File: config.mk
export PLATFORM = sky130hd
export DESIGN_NAME = command_frame_deframer_core
export DESIGN_NICKNAME = d
export VERILOG_FILES = /design/src/hw/rtl/cfdf_pkg.sv /design/src/hw/rtl/cfdf_front.sv /design/src/hw/rtl/cfdf_queue.sv /design/src/hw/rtl/cfdf_back.sv /design/src/hw/rtl/command_frame_deframer_core.sv
export SDC_FILE = /design/constraint.sdc
export NUM_CORES = 1
export LEC_CHECK = 0
export BUFFER_PORTS_ARGS = -buffer_cell sky130_fd_sc_hd__buf_2
export CAP_MARGIN = 10
export CORE_ASPECT_RATIO = 0.6
export CORE_UTILIZATION = 40
export DETAILED_ROUTE_END_ITERATION = 10
export HOLD_SLACK_MARGIN = 0.05
export SLEW_MARGIN = 20
export SYNTH_ARGS = -nofsm -noshare
export SYNTH_HDL_FRONTEND = slang
export SYNTH_HIERARCHICAL = 1
export SYNTH_SLANG_ARGS = --single-unit
File: constraint.sdc
create_clock -name clk -period 4.28 [get_ports clk]
set_clock_uncertainty 0.1 [all_clocks]
set_input_delay 0.856 -clock clk [delete_from_list [all_inputs] [get_ports clk]]
set_output_delay 0.856 -clock clk [all_outputs]
set_load 0.005 [all_outputs]
File: src/hw/rtl/cfdf_pkg.sv
// ----------------------------------------------------------------------------
// cfdf_pkg: shared types and constants of the command frame deframer
// result kinds, parser phases, result entry layout and header match step
// ----------------------------------------------------------------------------
package cfdf_pkg;

	localparam logic [7:0] CHAR_F = 8'h46;
	localparam logic [7:0] CHAR_5 = 8'h35;

	localparam logic [7:0] MAX_PAYLOAD_RESET = 8'd127;

	localparam int unsigned HEAD_LEN = 8;
	localparam int unsigned TAIL_LEN = 8;

	// tail "55FF55FF", first byte at index 0
	localparam logic [7:0] TAIL_CHARS [TAIL_LEN] = '{
		CHAR_5, CHAR_5, CHAR_F, CHAR_F, CHAR_5, CHAR_5, CHAR_F, CHAR_F
	};

	typedef enum logic [1:0] {
		KIND_PAYLOAD  = 2'd0,
		KIND_ACCEPT   = 2'd1,
		KIND_BAD_TAIL = 2'd2,
		KIND_TOO_LONG = 2'd3
	} kind_t;

	typedef enum logic [2:0] {
		PH_HUNT         = 3'd0,
		PH_LEN          = 3'd1,
		PH_ID           = 3'd2,
		PH_PAYLOAD      = 3'd3,
		PH_TAIL         = 3'd4,
		PH_SKIP_PAYLOAD = 3'd5,
		PH_SKIP_TAIL    = 3'd6
	} phase_t;

	typedef struct packed {
		kind_t      kind;
		logic [7:0] payload_byte;
		logic [7:0] frame_id;
		logic [7:0] frame_length;
	} entry_t;

	// next match length for header "FF55FF55" with overlap fallback
	function automatic logic [3:0] header_next(input logic [2:0] matched,
		input logic [7:0] c);
		logic [3:0] res;
		res = 4'd0;
		if (c == CHAR_F) begin
			case (matched)
				3'd0:    res = 4'd1;
				3'd1:    res = 4'd2;
				3'd2:    res = 4'd2;
				3'd3:    res = 4'd1;
				3'd4:    res = 4'd5;
				3'd5:    res = 4'd6;
				3'd6:    res = 4'd2;
				default: res = 4'd1;
			endcase
		end else if (c == CHAR_5) begin
			case (matched)
				3'd2:    res = 4'd3;
				3'd3:    res = 4'd4;
				3'd6:    res = 4'd7;
				3'd7:    res = 4'd8;
				default: res = 4'd0;
			endcase
		end
		return res;
	endfunction

endpackage

File: src/hw/rtl/cfdf_front.sv
// ----------------------------------------------------------------------------
// cfdf_front: byte parser
// hunts for the header, tracks length, id, payload and tail, emits results
// ----------------------------------------------------------------------------
module cfdf_front (
	input  logic            clk,
	input  logic            arst_n,
	input  logic            in_fire,
	input  logic [7:0]      rx_byte,
	input  logic            cfg_we,
	input  logic [7:0]      cfg_wdata,
	output logic            res_valid,
	output cfdf_pkg::entry_t res_entry
);
	import cfdf_pkg::*;

	phase_t     phase_q, phase_d;
	logic [2:0] matched_q, matched_d;
	logic [7:0] length_q, length_d;
	logic [7:0] id_q, id_d;
	logic [7:0] count_q, count_d;
	logic [2:0] tidx_q, tidx_d;
	logic       tgood_q, tgood_d;
	logic [7:0] max_payload_q;
	logic [7:0] count_inc;
	logic [3:0] hnext;
	logic       tgood_now;

	assign count_inc = count_q + 8'd1;
	assign hnext     = header_next(matched_q, rx_byte);
	assign tgood_now = tgood_q & (rx_byte == TAIL_CHARS[tidx_q]);

	always_comb begin
		phase_d   = phase_q;
		matched_d = matched_q;
		length_d  = length_q;
		id_d      = id_q;
		count_d   = count_q;
		tidx_d    = tidx_q;
		tgood_d   = tgood_q;
		res_valid = 1'b0;
		res_entry.kind         = KIND_PAYLOAD;
		res_entry.payload_byte = 8'd0;
		res_entry.frame_id     = id_q;
		res_entry.frame_length = length_q;
		unique case (phase_q)
			PH_LEN: begin
				length_d = rx_byte;
				phase_d  = PH_ID;
			end
			PH_ID: begin
				id_d    = rx_byte;
				count_d = 8'd0;
				tidx_d  = 3'd0;
				tgood_d = 1'b1;
				if (length_q > max_payload_q) begin
					phase_d = PH_SKIP_PAYLOAD;
				end else if (length_q == 8'd0) begin
					phase_d = PH_TAIL;
				end else begin
					phase_d = PH_PAYLOAD;
				end
			end
			PH_PAYLOAD: begin
				count_d = count_inc;
				if (count_inc >= length_q) begin
					phase_d = PH_TAIL;
				end
				res_valid = 1'b1;
				res_entry.payload_byte = rx_byte;
			end
			PH_SKIP_PAYLOAD: begin
				count_d = count_inc;
				if (count_inc >= length_q) begin
					phase_d = PH_SKIP_TAIL;
				end
			end
			PH_TAIL: begin
				tgood_d = tgood_now;
				if (tidx_q == 3'd7) begin
					tidx_d    = 3'd0;
					phase_d   = PH_HUNT;
					matched_d = 3'd0;
					res_valid = 1'b1;
					res_entry.kind = tgood_now ? KIND_ACCEPT : KIND_BAD_TAIL;
				end else begin
					tidx_d = tidx_q + 3'd1;
				end
			end
			PH_SKIP_TAIL: begin
				if (tidx_q == 3'd7) begin
					tidx_d    = 3'd0;
					phase_d   = PH_HUNT;
					matched_d = 3'd0;
					res_valid = 1'b1;
					res_entry.kind = KIND_TOO_LONG;
				end else begin
					tidx_d = tidx_q + 3'd1;
				end
			end
			default: begin
				// hunting, also taken by the unused phase code
				phase_d = PH_HUNT;
				if (hnext[3]) begin
					matched_d = 3'd0;
					phase_d   = PH_LEN;
				end else begin
					matched_d = hnext[2:0];
				end
			end
		endcase
		res_valid = res_valid & in_fire;
	end

	always_ff @(posedge clk or negedge arst_n) begin
		if (!arst_n) begin
			phase_q       <= PH_HUNT;
			matched_q     <= 3'd0;
			length_q      <= 8'd0;
			id_q          <= 8'd0;
			count_q       <= 8'd0;
			tidx_q        <= 3'd0;
			tgood_q       <= 1'b1;
			max_payload_q <= MAX_PAYLOAD_RESET;
		end else begin
			if (in_fire) begin
				phase_q   <= phase_d;
				matched_q <= matched_d;
				length_q  <= length_d;
				id_q      <= id_d;
				count_q   <= count_d;
				tidx_q    <= tidx_d;
				tgood_q   <= tgood_d;
			end
			if (cfg_we) begin
				max_payload_q <= cfg_wdata;
			end
		end
	end

endmodule

File: src/hw/rtl/cfdf_queue.sv
// ----------------------------------------------------------------------------
// cfdf_queue: small result queue
// decouples the parser from the output stage
// ----------------------------------------------------------------------------
module cfdf_queue #(
	parameter int unsigned DEPTH = 4
) (
	input  logic             clk,
	input  logic             arst_n,
	input  logic             wr_en,
	input  cfdf_pkg::entry_t wr_entry,
	input  logic             rd_en,
	output cfdf_pkg::entry_t rd_entry,
	output logic             not_empty,
	output logic             full
);
	import cfdf_pkg::*;

	localparam int unsigned AW = (DEPTH > 1) ? $clog2(DEPTH) : 1;
	localparam int unsigned CW = $clog2(DEPTH + 1);

	entry_t        mem_q [DEPTH];
	logic [AW-1:0] wptr_q, rptr_q;
	logic [CW-1:0] cnt_q;

	assign rd_entry  = mem_q[rptr_q];
	assign not_empty = (cnt_q != '0);
	assign full      = (cnt_q == CW'(DEPTH));

	always_ff @(posedge clk) begin
		if (wr_en) begin
			mem_q[wptr_q] <= wr_entry;
		end
	end

	always_ff @(posedge clk or negedge arst_n) begin
		if (!arst_n) begin
			wptr_q <= '0;
			rptr_q <= '0;
			cnt_q  <= '0;
		end else begin
			if (wr_en) begin
				wptr_q <= (wptr_q == AW'(DEPTH - 1)) ? '0 : wptr_q + AW'(1);
			end
			if (rd_en) begin
				rptr_q <= (rptr_q == AW'(DEPTH - 1)) ? '0 : rptr_q + AW'(1);
			end
			if (wr_en && !rd_en) begin
				cnt_q <= cnt_q + CW'(1);
			end else if (rd_en && !wr_en) begin
				cnt_q <= cnt_q - CW'(1);
			end
		end
	end

endmodule

File: src/hw/rtl/cfdf_back.sv
// ----------------------------------------------------------------------------
// cfdf_back: output stage
// pulls results from the queue into the output register and packs the bus
// ----------------------------------------------------------------------------
module cfdf_back (
	input  logic             clk,
	input  logic             arst_n,
	input  logic             q_not_empty,
	input  cfdf_pkg::entry_t q_entry,
	output logic             q_pop,
	output logic             m_tvalid,
	input  logic             m_tready,
	output logic [23:0]      m_tdata,
	output logic [1:0]       m_tuser
);
	import cfdf_pkg::*;

	entry_t out_q;
	logic   valid_q;

	assign q_pop    = q_not_empty && (!valid_q || m_tready);
	assign m_tvalid = valid_q;
	assign m_tdata  = {out_q.frame_length, out_q.frame_id, out_q.payload_byte};
	assign m_tuser  = out_q.kind;

	always_ff @(posedge clk) begin
		if (q_pop) begin
			out_q <= q_entry;
		end
	end

	always_ff @(posedge clk or negedge arst_n) begin
		if (!arst_n) begin
			valid_q <= 1'b0;
		end else if (q_pop) begin
			valid_q <= 1'b1;
		end else if (m_tready) begin
			valid_q <= 1'b0;
		end
	end

endmodule

File: src/hw/rtl/command_frame_deframer_core.sv
// ----------------------------------------------------------------------------
// command_frame_deframer_core: header/length/tail command frame parser
// one byte per transfer in, payload bytes and frame verdicts out
// ----------------------------------------------------------------------------
// path: a result is written into the queue on its input transfer, then moved into the output register
// throughput: one byte per cycle while the queue is not full, as the parser updates its state on every accepted byte
// a four-entry queue lets the input keep going while the output stalls, until the queue is full
// reset: asynchronous, active low; parser back to header hunt, max_payload 127,
// queue and output register empty
module command_frame_deframer_core #(
	parameter int unsigned QUEUE_DEPTH = 4
) (
	input  logic        clk,
	input  logic        arst_n,
	// slave side, one byte of the command stream per transfer
	input  logic        s_tvalid,
	output logic        s_tready,
	input  logic [7:0]  s_tdata,   // [7:0] rx_byte
	// master side, one result per transfer
	output logic        m_tvalid,
	input  logic        m_tready,
	output logic [23:0] m_tdata,   // [7:0] payload_byte, [15:8] frame_id, [23:16] frame_length
	output logic [1:0]  m_tuser,   // [1:0] kind
	// max_payload register write
	input  logic        cfg_we,
	input  logic [7:0]  cfg_wdata
);
	import cfdf_pkg::*;

	logic   in_fire;
	logic   res_valid;
	entry_t res_entry;
	entry_t q_entry;
	logic   q_not_empty;
	logic   q_full;
	logic   q_pop;

	// take a byte whenever the queue has room for a possible result
	assign s_tready = !q_full;
	assign in_fire  = s_tvalid && s_tready;

	// front: header search and frame tracking, one byte per cycle while the queue has room
	cfdf_front u_front (
		.clk       (clk),
		.arst_n    (arst_n),
		.in_fire   (in_fire),
		.rx_byte   (s_tdata),
		.cfg_we    (cfg_we),
		.cfg_wdata (cfg_wdata),
		.res_valid (res_valid),
		.res_entry (res_entry)
	);

	// queue between parser and output, absorbs output stalls
	cfdf_queue #(
		.DEPTH (QUEUE_DEPTH)
	) u_queue (
		.clk       (clk),
		.arst_n    (arst_n),
		.wr_en     (res_valid),
		.wr_entry  (res_entry),
		.rd_en     (q_pop),
		.rd_entry  (q_entry),
		.not_empty (q_not_empty),
		.full      (q_full)
	);

	// back: output register feeding the master side
	cfdf_back u_back (
		.clk         (clk),
		.arst_n      (arst_n),
		.q_not_empty (q_not_empty),
		.q_entry     (q_entry),
		.q_pop       (q_pop),
		.m_tvalid    (m_tvalid),
		.m_tready    (m_tready),
		.m_tdata     (m_tdata),
		.m_tuser     (m_tuser)
	);

endmodule

==> After elaboration in Yosys (flattened, before gate mapping) <==
Memories as Yosys holds them, arrays and structs flattened. A register that Yosys moved wholly into a read port is not among the register bits.
Cells that the tools add are included.
{ "op_classes": {"n_addsub": 6, "order_cmp": 3, "eq_ne": 23, "mux": 34, "bitwise": 4, "n_reduce_logical": 27} }
{ "ops": {"columns": ["cell", "n"], "rows": [
  ["$eq A3 B3 Y1 const B", 9],
  ["$mux W3", 9],
  ["$mux W8", 3],
  ["$pmux W4 S4", 1],
  ["$pmux W8 S2", 1],
  ["$pmux W3 S5", 1],
  ["$eq A3 B2 Y1 const B", 4],
  ["$pmux W3 S2", 2],
  ["$mux W2", 5],
  ["$reduce_and A2 Y1", 5],
  ["$reduce_bool A2 Y1", 5],
  ["$pmux W3 S3", 1],
  ["$add A8 B1 Y8 const B", 1],
  ["$eq A8 B6 Y1 const B", 1],
  ["$eq A8 B7 Y1 const B", 1],
  ["$eq A8 B8 Y1", 1],
  ["$ge A8 B8 Y1", 1],
  ["$gt A8 B8 Y1", 1],
  ["$logic_not A8 Y1", 1],
  ["$mux W4", 2],
  ["$add A3 B1 Y3 const B", 2],
  ["$eq A3 B1 Y1 const B", 2],
  ["$mux W1", 6],
  ["$ne A2 B1 Y1 const B", 3],
  ["other kinds (18)", 29]
]} }
{ "word_totals": {"ff_bits": 50, "mem_bits_rw": 104, "romBits": 64, "in_bits": 21, "wordCells": 111, "mem_count": 2} }
{ "memory_table": {"columns": ["name", "depth", "width", "read_ports", "rd_ports_with_merged_regs", "write_ports", "line_no", "source"], "rows": [
  ["u_queue.mem_q", 4, 26, 1, 1, 1, "cfdf_queue.sv:22", "entry_t mem_q [DEPTH];"],
  ["(name not given)", 8, 8, 1, 0, 0, "cfdf_front.sv:31", "assign tgood_now = tgood_q & (rx_byte == TAIL_CHARS[tidx_q]);"]
]} }

==> Depth between registers and ports, before layout <==
Gate-level depths: netlist of the first run.
{ "depth": {"depth_word": 9, "mapped_depth": 10} }

==> Hierarchy <==
The synthesis of the first run kept the hierarchy.
{ "by_module_without_submodules": {"columns": ["mod", "instances", "cells_each", "area_each_um2"], "rows": [
  ["cfdf_queue", 1, 173, 4215.3],
  ["cfdf_front", 1, 283, 2613.8],
  ["cfdf_back", 1, 30, 824.5],
  ["command_frame_deframer_core", 1, 2, 10.0]
]} }

==> Worst setup path before layout of the first run <==
No wires, ideal clock.
{ "synth_path": {"kind": "reg-to-reg", "start": "reg, netlist name u_front/count_q[4]", "end": "reg u_front.id_q[4]", "arrival_ps": 2876, "required_time_ps": 4055, "setup_slack_ps": 1179, "stages_incl_launch_ff": 11, "path_buffers": 1, "period_less_slack_ps": 3101, "path_cell_list": "dfrtp_1 > and3_1 > nand3_1 > or2_2 > xnor2_1 > ha_1 > nand3_1 > or4_4 > a211oi_4 > buf_6 > mux2_4"} }
{ "synth_lines": {"columns": ["element", "line_no", "source"], "rows": [
  ["to (signal assigned)", "cfdf_front.sv:130", "id_q <= id_d;"],
  ["to (decl)", "cfdf_front.sv:20", "logic [7:0] id_q, id_d;"]
]} }

==> run metrics, run 1 <==
run status=finished, final reports clean; row count=38; CP Capture Type=register; fillers=approximately 1,600; Critical Path Fanout Max=10; Clock Path Buffers=2; Detailed Route WL=15,500 um; I/O Buffers=48; Tcrit/Tclk final=81.6%; Post-route DRC=0; finished layout cell area=0.00879 sq mm; initial antenna violation count=0; Avg Cell Area, Syn=~16 sq um; clock buffer count from CTS=17; post-route ant nets=0; Post-Syn Instances=a little under 500; sequential area share after synthesis=67.4%; Via density=between 5 and 6; # setup viols final=0; critical setup path kind=reg -> reg; Antenna Diode Count=0; area of the multi-input gates=between 0.002 and 0.0025 sq mm; DR iter-0 viols=about 350; DR vias=~4,300; # hold bufs at CTS=0; Worst Hold Slack=about 0.4 ns; clk sink count=180; Core Footprint=around 0.018 sq mm; Synth warnings=6; max_slew headroom=53.0%; gp weighted congestion=between 0.8 and 0.9; number of global-route vias before repair=around 4,300; total iterations of the first detailed-routing run=5; min-delay worst type=reg -> reg; post-layout min period=roughly 3.5 ns; fin nets=595; Critical Path RT=roughly 4.5 ns; Worst-path clk slew=about 0.080 ns; Yosys cell types=60; postcts setup bufs=0; unrepaired setup endpoints after global routing=false; FMAX=between 200 and 300 MHz; endpoints failing hold=0; layout cells sized above 1=between 20% and 30%; Initial Util=41.6%; post-CTS sizing=0; Main synth FF type=edfxtp_1; Pwr Density=approximately 530 mW/mm^2; CP arrival=about 3.7 ns; Area after DPL=0.00817 sq mm; die span in y=approximately 110 um; Worst Tran Pin Value=approximately 0.7 ns; Synth Cell Area=between 0.007 and 0.008 sq mm; clock latency on the worst-skew pair=0.42 ns; CTS H-tree depth=4; largest net degree at the start of global routing=51; first-pass GRT wire length=between 20,000 and 25,000 um; syn nets=roughly 540; number of synthesized flops with an enable pin=130; Die W=roughly 180 um; Max-cap violations=0; Max VDD drop=around 0.26 mV; clk root buf=clkbuf_16; Area Growth Syn to Fin=14.7%; # IOs=49; Die ar.=0.0197 sq mm; Register Area=between 0.005 and 0.006 sq mm; Setup TNS Final=0 ns; Async S/R FF share, synth=approximately 28%; critical path startpoint category=register; Slew Viols, Final=0; TritonCTS clock tree=yes; Seq cells post-synth=180; Leak Pwr=roughly 3.2 nW; WL per Instance=approximately 19 um; Post-DP HPWL=~10,000 um; GR Util All Layers=between 10% and 20%; total grt overflow=0
## layout by cell type (no fill, tap or decap), drive strengths merged, types with 3 or more instances in the layout
cell    instances
ha             25
nor2b           4
nor3            5
mux2           11
or3             4
mux4           26
a32o            3
a21o            3
xnor2           5
dfstp           8
o21ai          27
clkinv          6
edfxtp        130
inv            34
a31oi           5
nand2b          7
and2           14
dfrtp          42
nor2           13
nand3b          3
nand3          10
nand4           3
nand2          39
buf            59
clkbuf         17
xor2            5
a21oi          10
## registers in the layout, summed over array words and instances, names as in the netlist
register	count
u_queue/cnt_q	3
u_front/matched_q	3
u_front/count_q	8
u_queue/rptr_q	2
u_front/tgood_q	1
u_front/phase_q	3
u_front/length_q	8
u_front/tidx_q	3
u_front/id_q	8
u_back/m_tdata	24
u_queue/mem_q	104
u_queue/wptr_q	2
u_back/m_tvalid	1
u_front/max_payload_q	8
u_back/m_tuser	2
## cell type report
type                            count  share of cell area [%]
Inverter                           26                    1.11
Clock buffer                       17                    4.84
Multi-Input combinational cell    264                    26.0
Sequential cell                   180                    58.8
Timing Repair Buffer               59                    3.67
Clock inverter                     15                    2.22
Tap cell                          240                    3.42
## final timing paths
path / to / slack (ns) / depth (start not counted) / startpoint
max: u_front/id_q[2] / 0.79 / 9 / u_front/count_q[0]
min: u_back/m_tvalid / 0.40 / 2 / u_back/m_tvalid
max reg2reg: u_front/id_q[2] / 0.79 / 9 / u_front/count_q[0]
min reg2reg: u_back/m_tvalid / 0.40 / 2 / u_back/m_tvalid
max in group asynchronous: u_front/id_q[3] / 3.17 / 2 / arst_n
min in group asynchronous: u_front/tidx_q[0] / 0.44 / 2 / arst_n
## cell families after synthesis
kind of cell             after synthesis  synth area share [%]
flip-flops                           180                  67.4
AND/OR/NAND/NOR                      119                  8.24
AO/OA/AOI/OAI                         70                  5.98
buffers and inverters                 44                  2.84
multiplexers                          39                  10.1
adder cells (fa/ha/maj)               26                  4.34
XOR/XNOR                              10                  1.14
## cell usage after synthesis, drive strengths merged, types with 10 or more instances
master  number  area share, %
nand2       39            1.9
mux2        11            1.8
ha          25            4.1
buf         10            1.2
o21ai       27            1.8
edfxtp     130             51
a21oi       10           0.65
nand3       10           0.65
mux4        26            8.0
inv         26            1.3
nor2        13           0.64
and2        14            1.1
dfrtp       42             14
## worst max-delay path: stages (launching register included)
cell and delay (ns):
dfrtp_1 0.45, and3_1 0.19, nand3_1 0.16, or2_2 0.37, xnor2_1 0.14, ha_1 0.27
nand3_1 0.08, or4_4 0.59, a211oi_4 0.60, mux2_2 0.41
## power breakdown
part           leakage (nW)  total, mW  internal [mW]  switching [mW]
clock                 0.296       1.59          0.804           0.788
sequential             1.70       2.30           2.10           0.202
combinational          1.16      0.748          0.353           0.395
total                  3.16       4.64           3.25            1.39
## per-stage QoR
step           setup WS (ns)  instances  power (mW)  utilization, %
4_1_cts                0.816        801        4.69            47.8
2_1_floorplan           1.18        488        2.84               -
3_3_place_gp           0.923        769        3.06            44.4
6_report               0.787        801        4.64            47.8
5_1_grt                0.656        801        4.85            47.8
3_5_place_dp           0.838        769        3.10            44.4
## layer usage
layer	up-vias	GRT usage, %	share of wire (%)
li1	1982	-	-
met1	2185	23.5	50
met2	114	25.6	44
met3	15	4.07	4.9
met4	0	4.52	1.1
met5	-	0	0
No activity file was read; power rests on OpenSTA's default activity.
==> run 2, diff against run 1 <==
--- a/config.mk
+++ b/config.mk
@@ -5,6 +5,7 @@
 export SDC_FILE = /design/constraint.sdc
 export NUM_CORES = 1
 export LEC_CHECK = 0
+export ABC_AREA = 1
 export BUFFER_PORTS_ARGS = -buffer_cell sky130_fd_sc_hd__buf_2
 export CAP_MARGIN = 10
 export CORE_ASPECT_RATIO = 0.6
==> constraint.sdc (replaced) <==
create_clock -name clk -period 3.35 [get_ports clk]
set_clock_uncertainty 0.1 [all_clocks]
set_input_delay 0.67 -clock clk [delete_from_list [all_inputs] [get_ports clk]]
set_output_delay 0.67 -clock clk [all_outputs]
set_load 0.005 [all_outputs]
==> run 2 against run 1 <==
- sequential power up 20%
- worst setup slack worse by 0.092 ns
- power grew 30%
- synthesized cell count rose by 48%
- die area grew 5.9%
- clock power is 21% higher
- combinational power increased by 83%
- final cell count grew 33%
- area after synthesis is 6.0% higher
- highest routed layer unchanged
==> run metrics, run 2 <==
cell chain of the critical path=inv_2 > nand2_1 > nor2_1 > clkinv_1 > a21boi_0 > buf_4 > ha_1 > inv_1 > fa_1 > nand2_1 > nand3_1 > nand2_1 > nand2_1; largest area contributor in the netlist=edfxtp_1; critical setup path kind=reg -> reg; final worst-path setup slack=slightly below 0.7 ns; largest reg by FF count=u_queue/mem_q; R2R Path Start=u_front/phase_q[2]; r2r setup slk=0.69 ns; top cells by count, synth=196 x nand2_1, 130 x edfxtp_1, 110 x inv_1; run status=finished, final reports clean; clk root buf=clkbuf_16; Antenna Diode Count=0; syn nets=roughly 770; # hold bufs at CTS=0; postcts setup bufs=0; critical path startpoint category=register; Die ar.=0.0209 sq mm; die span in y=between 100 and 150 um; Synth warnings=6; post-route ant nets=0; I/O Buffers=48; most frequent cells in the layout=196 x nand2_1, 130 x edfxtp_1, 110 x inv_1; TritonCTS clock tree=yes; fin nets=between 800 and 900; finished layout cell area=approximately 0.009 sq mm; Synth Cell Area=between 0.008 and 0.009 sq mm; FMAX=377 MHz; Seq cells post-synth=180; # setup viols final=0; number of synthesized flops with an enable pin=130; Clock Path Buffers=2; CP arrival=2.87 ns; first-pass GRT wire length=between 20,000 and 30,000 um; Critical Path RT=between 3 and 4 ns; fillers=around 1,800; Tcrit/Tclk final=about four fifths; Area Growth Syn to Fin=13.9%; CTS H-tree depth=4; endpoints failing hold=0; initial antenna violation count=0; M2 GR Usage=between 20% and 30%; max_slew headroom=44.6%; Initial Util=a little over two fifths; Die W=about 190 um; Setup TNS Final=0 ns; gp weighted congestion=slightly below 0.8; CP max stage cell=dfrtp_1; top cells by area, synth=edfxtp_1 48%, dfrtp_1 13%, nand2_1 9.1%; critical path's largest stage delay=0.40 ns; Top Usage Layer GRT=met1; Max-cap violations=0; Max VDD drop=approximately 0.41 mV; clock latency on the worst-skew pair=0.43 ns; post-CTS sizing=0; unrepaired setup endpoints after global routing=false; Avg Cell Area, Syn=approximately 11 sq um; sequential area share after synthesis=between 60% and 70%; Most common cell on crit path=nand2_1; Critical Path Fanout Max=9; combinational share of power=between 20% and 30%; DR vias=around 5,000; Worst Tran Pin Value=approximately 0.83 ns; Post-DP HPWL=between 10,000 and 15,000 um; Net Switching=roughly 1.9 mW; Detailed Route WL=between 15,000 and 20,000 um; clock share of power=between 30% and 40%; GR Util All Layers=16.8%; Register Area=slightly above 0.005 sq mm; Worst Hold Slack=roughly 0.24 ns; row count=39; CP Capture Type=register; met3 usage=4.15%; worst reg2reg path endpoint=u_queue/cnt_q[2]; commonest non-fill, non-tap cell in the layout=nand2_1; Core Footprint=slightly below 0.02 sq mm; largest net degree at the start of global routing=38; Sequential Power Share=between 40% and 50%; Leak Pwr=~4.2 nW; Pwr Density=about 650 mW/mm^2; Via density=around 4.7; DR iter-0 viols=roughly 360; Area after DPL=between 0.008 and 0.009 sq mm; WL per Instance=approximately 15 um; fin util=a little under half; layout cells sized above 1=19.4%; Worst-path clk slew=roughly 0.080 ns; P_int=~4.1 mW; clock buffer count from CTS=17; FF-to-FF path depth=13; max FFs per register=104; total grt overflow=0; clk sink count=180; Post-Syn Instances=approximately 720; Synth top area share=around half; Yosys cell types=41; number of global-route vias before repair=around 4,800; post-layout min period=roughly 2.7 ns; # IOs=49; area of the multi-input gates=0.00236 sq mm; met1 Use GR=about a quarter; total iterations of the first detailed-routing run=4; Place WS=approximately 0.74 ns; Async S/R FF share, synth=27.8%; Slew Viols, Final=0; most common cell in the netlist=nand2_1; Post-route DRC=0; min-delay worst type=in -> async; switching share of power=between 30% and 40%; Main synth FF type=edfxtp_1
run 2: how the worst max path moves through the flow:
| stage | start | to | slack [ns] | depth (start not counted) |
|---|---|---|---|---|
| 3_3_place_gp | u_front/phase_q[2] | u_queue/cnt_q[2] | 0.85 | 13 |
| 5_1_grt | u_front/phase_q[2] | u_queue/cnt_q[2] | 0.50 | 13 |
| 2_1_floorplan | m_tready | u_queue/cnt_q[1] | 0.58 | 8 |
| 3_5_place_dp | u_front/phase_q[2] | u_queue/cnt_q[2] | 0.74 | 13 |
| 6_report | u_front/phase_q[2] | u_queue/cnt_q[2] | 0.69 | 13 |
| 4_1_cts | u_front/phase_q[2] | u_queue/cnt_q[2] | 0.70 | 13 |
run 2: cell type report:
cell class	count	share of cell area, %
Inverter	118	4.83
Clock buffer	17	4.60
Tap cell	266	3.60
Timing Repair Buffer	62	4.14
Sequential cell	180	55.8
Multi-Input combinational cell	405	25.5
Clock inverter	15	1.51
run 2: metrics by stage:
stage | power, mW | std cells
4_1_cts | 6.13 | 1063
3_5_place_dp | 4.19 | 1031
6_report | 6.05 | 1063
3_3_place_gp | 4.17 | 1031
2_1_floorplan | 3.78 | 724
5_1_grt | 6.39 | 1063
run 2: kinds of logic (layout without fill, tap and decap cells):
logic type | count (synthesis) | count (layout) | synth area share (%)
AOI/OAI and AO/OA | 100 | 100 | 9.94
xor gates and xnor gates | 7 | 7 | 0.755
adders and majority gates | 26 | 26 | 4.10
buffers and inverters | 139 | 212 | 7.44
DFF | 180 | 180 | 63.6
muxes | 1 | 1 | 0.139
and+or+nand+nor | 271 | 271 | 14.0
run 2: worst max-delay path, delay by kind of cell, from the launching register on:
family / cells / cell delay, ns
AO/OA/AOI/OAI: 1 / 0.23
AND/OR/NAND/NOR: 6 / 0.63
flip-flops: 1 / 0.40
adder cells (fa/ha/maj): 2 / 0.55
buffers and inverters: 4 / 0.62
run 2: per-layer routing:
layer	routed length, um	share of wire (%)
met5	0	0
met4	88	0.55
met3	758	4.7
met2	6400	40
met1	8800	55
run 2: power by group through the flow:
stage / clock network [mW] / registers (mW) / logic, mW
2_1_floorplan: 0 / 2.82 / 0.964
3_3_place_gp: 0 / 2.80 / 1.38
3_5_place_dp: 0 / 2.80 / 1.39
4_1_cts: 1.98 / 2.75 / 1.39
5_1_grt: 2.05 / 2.78 / 1.56
6_report: 1.93 / 2.75 / 1.37
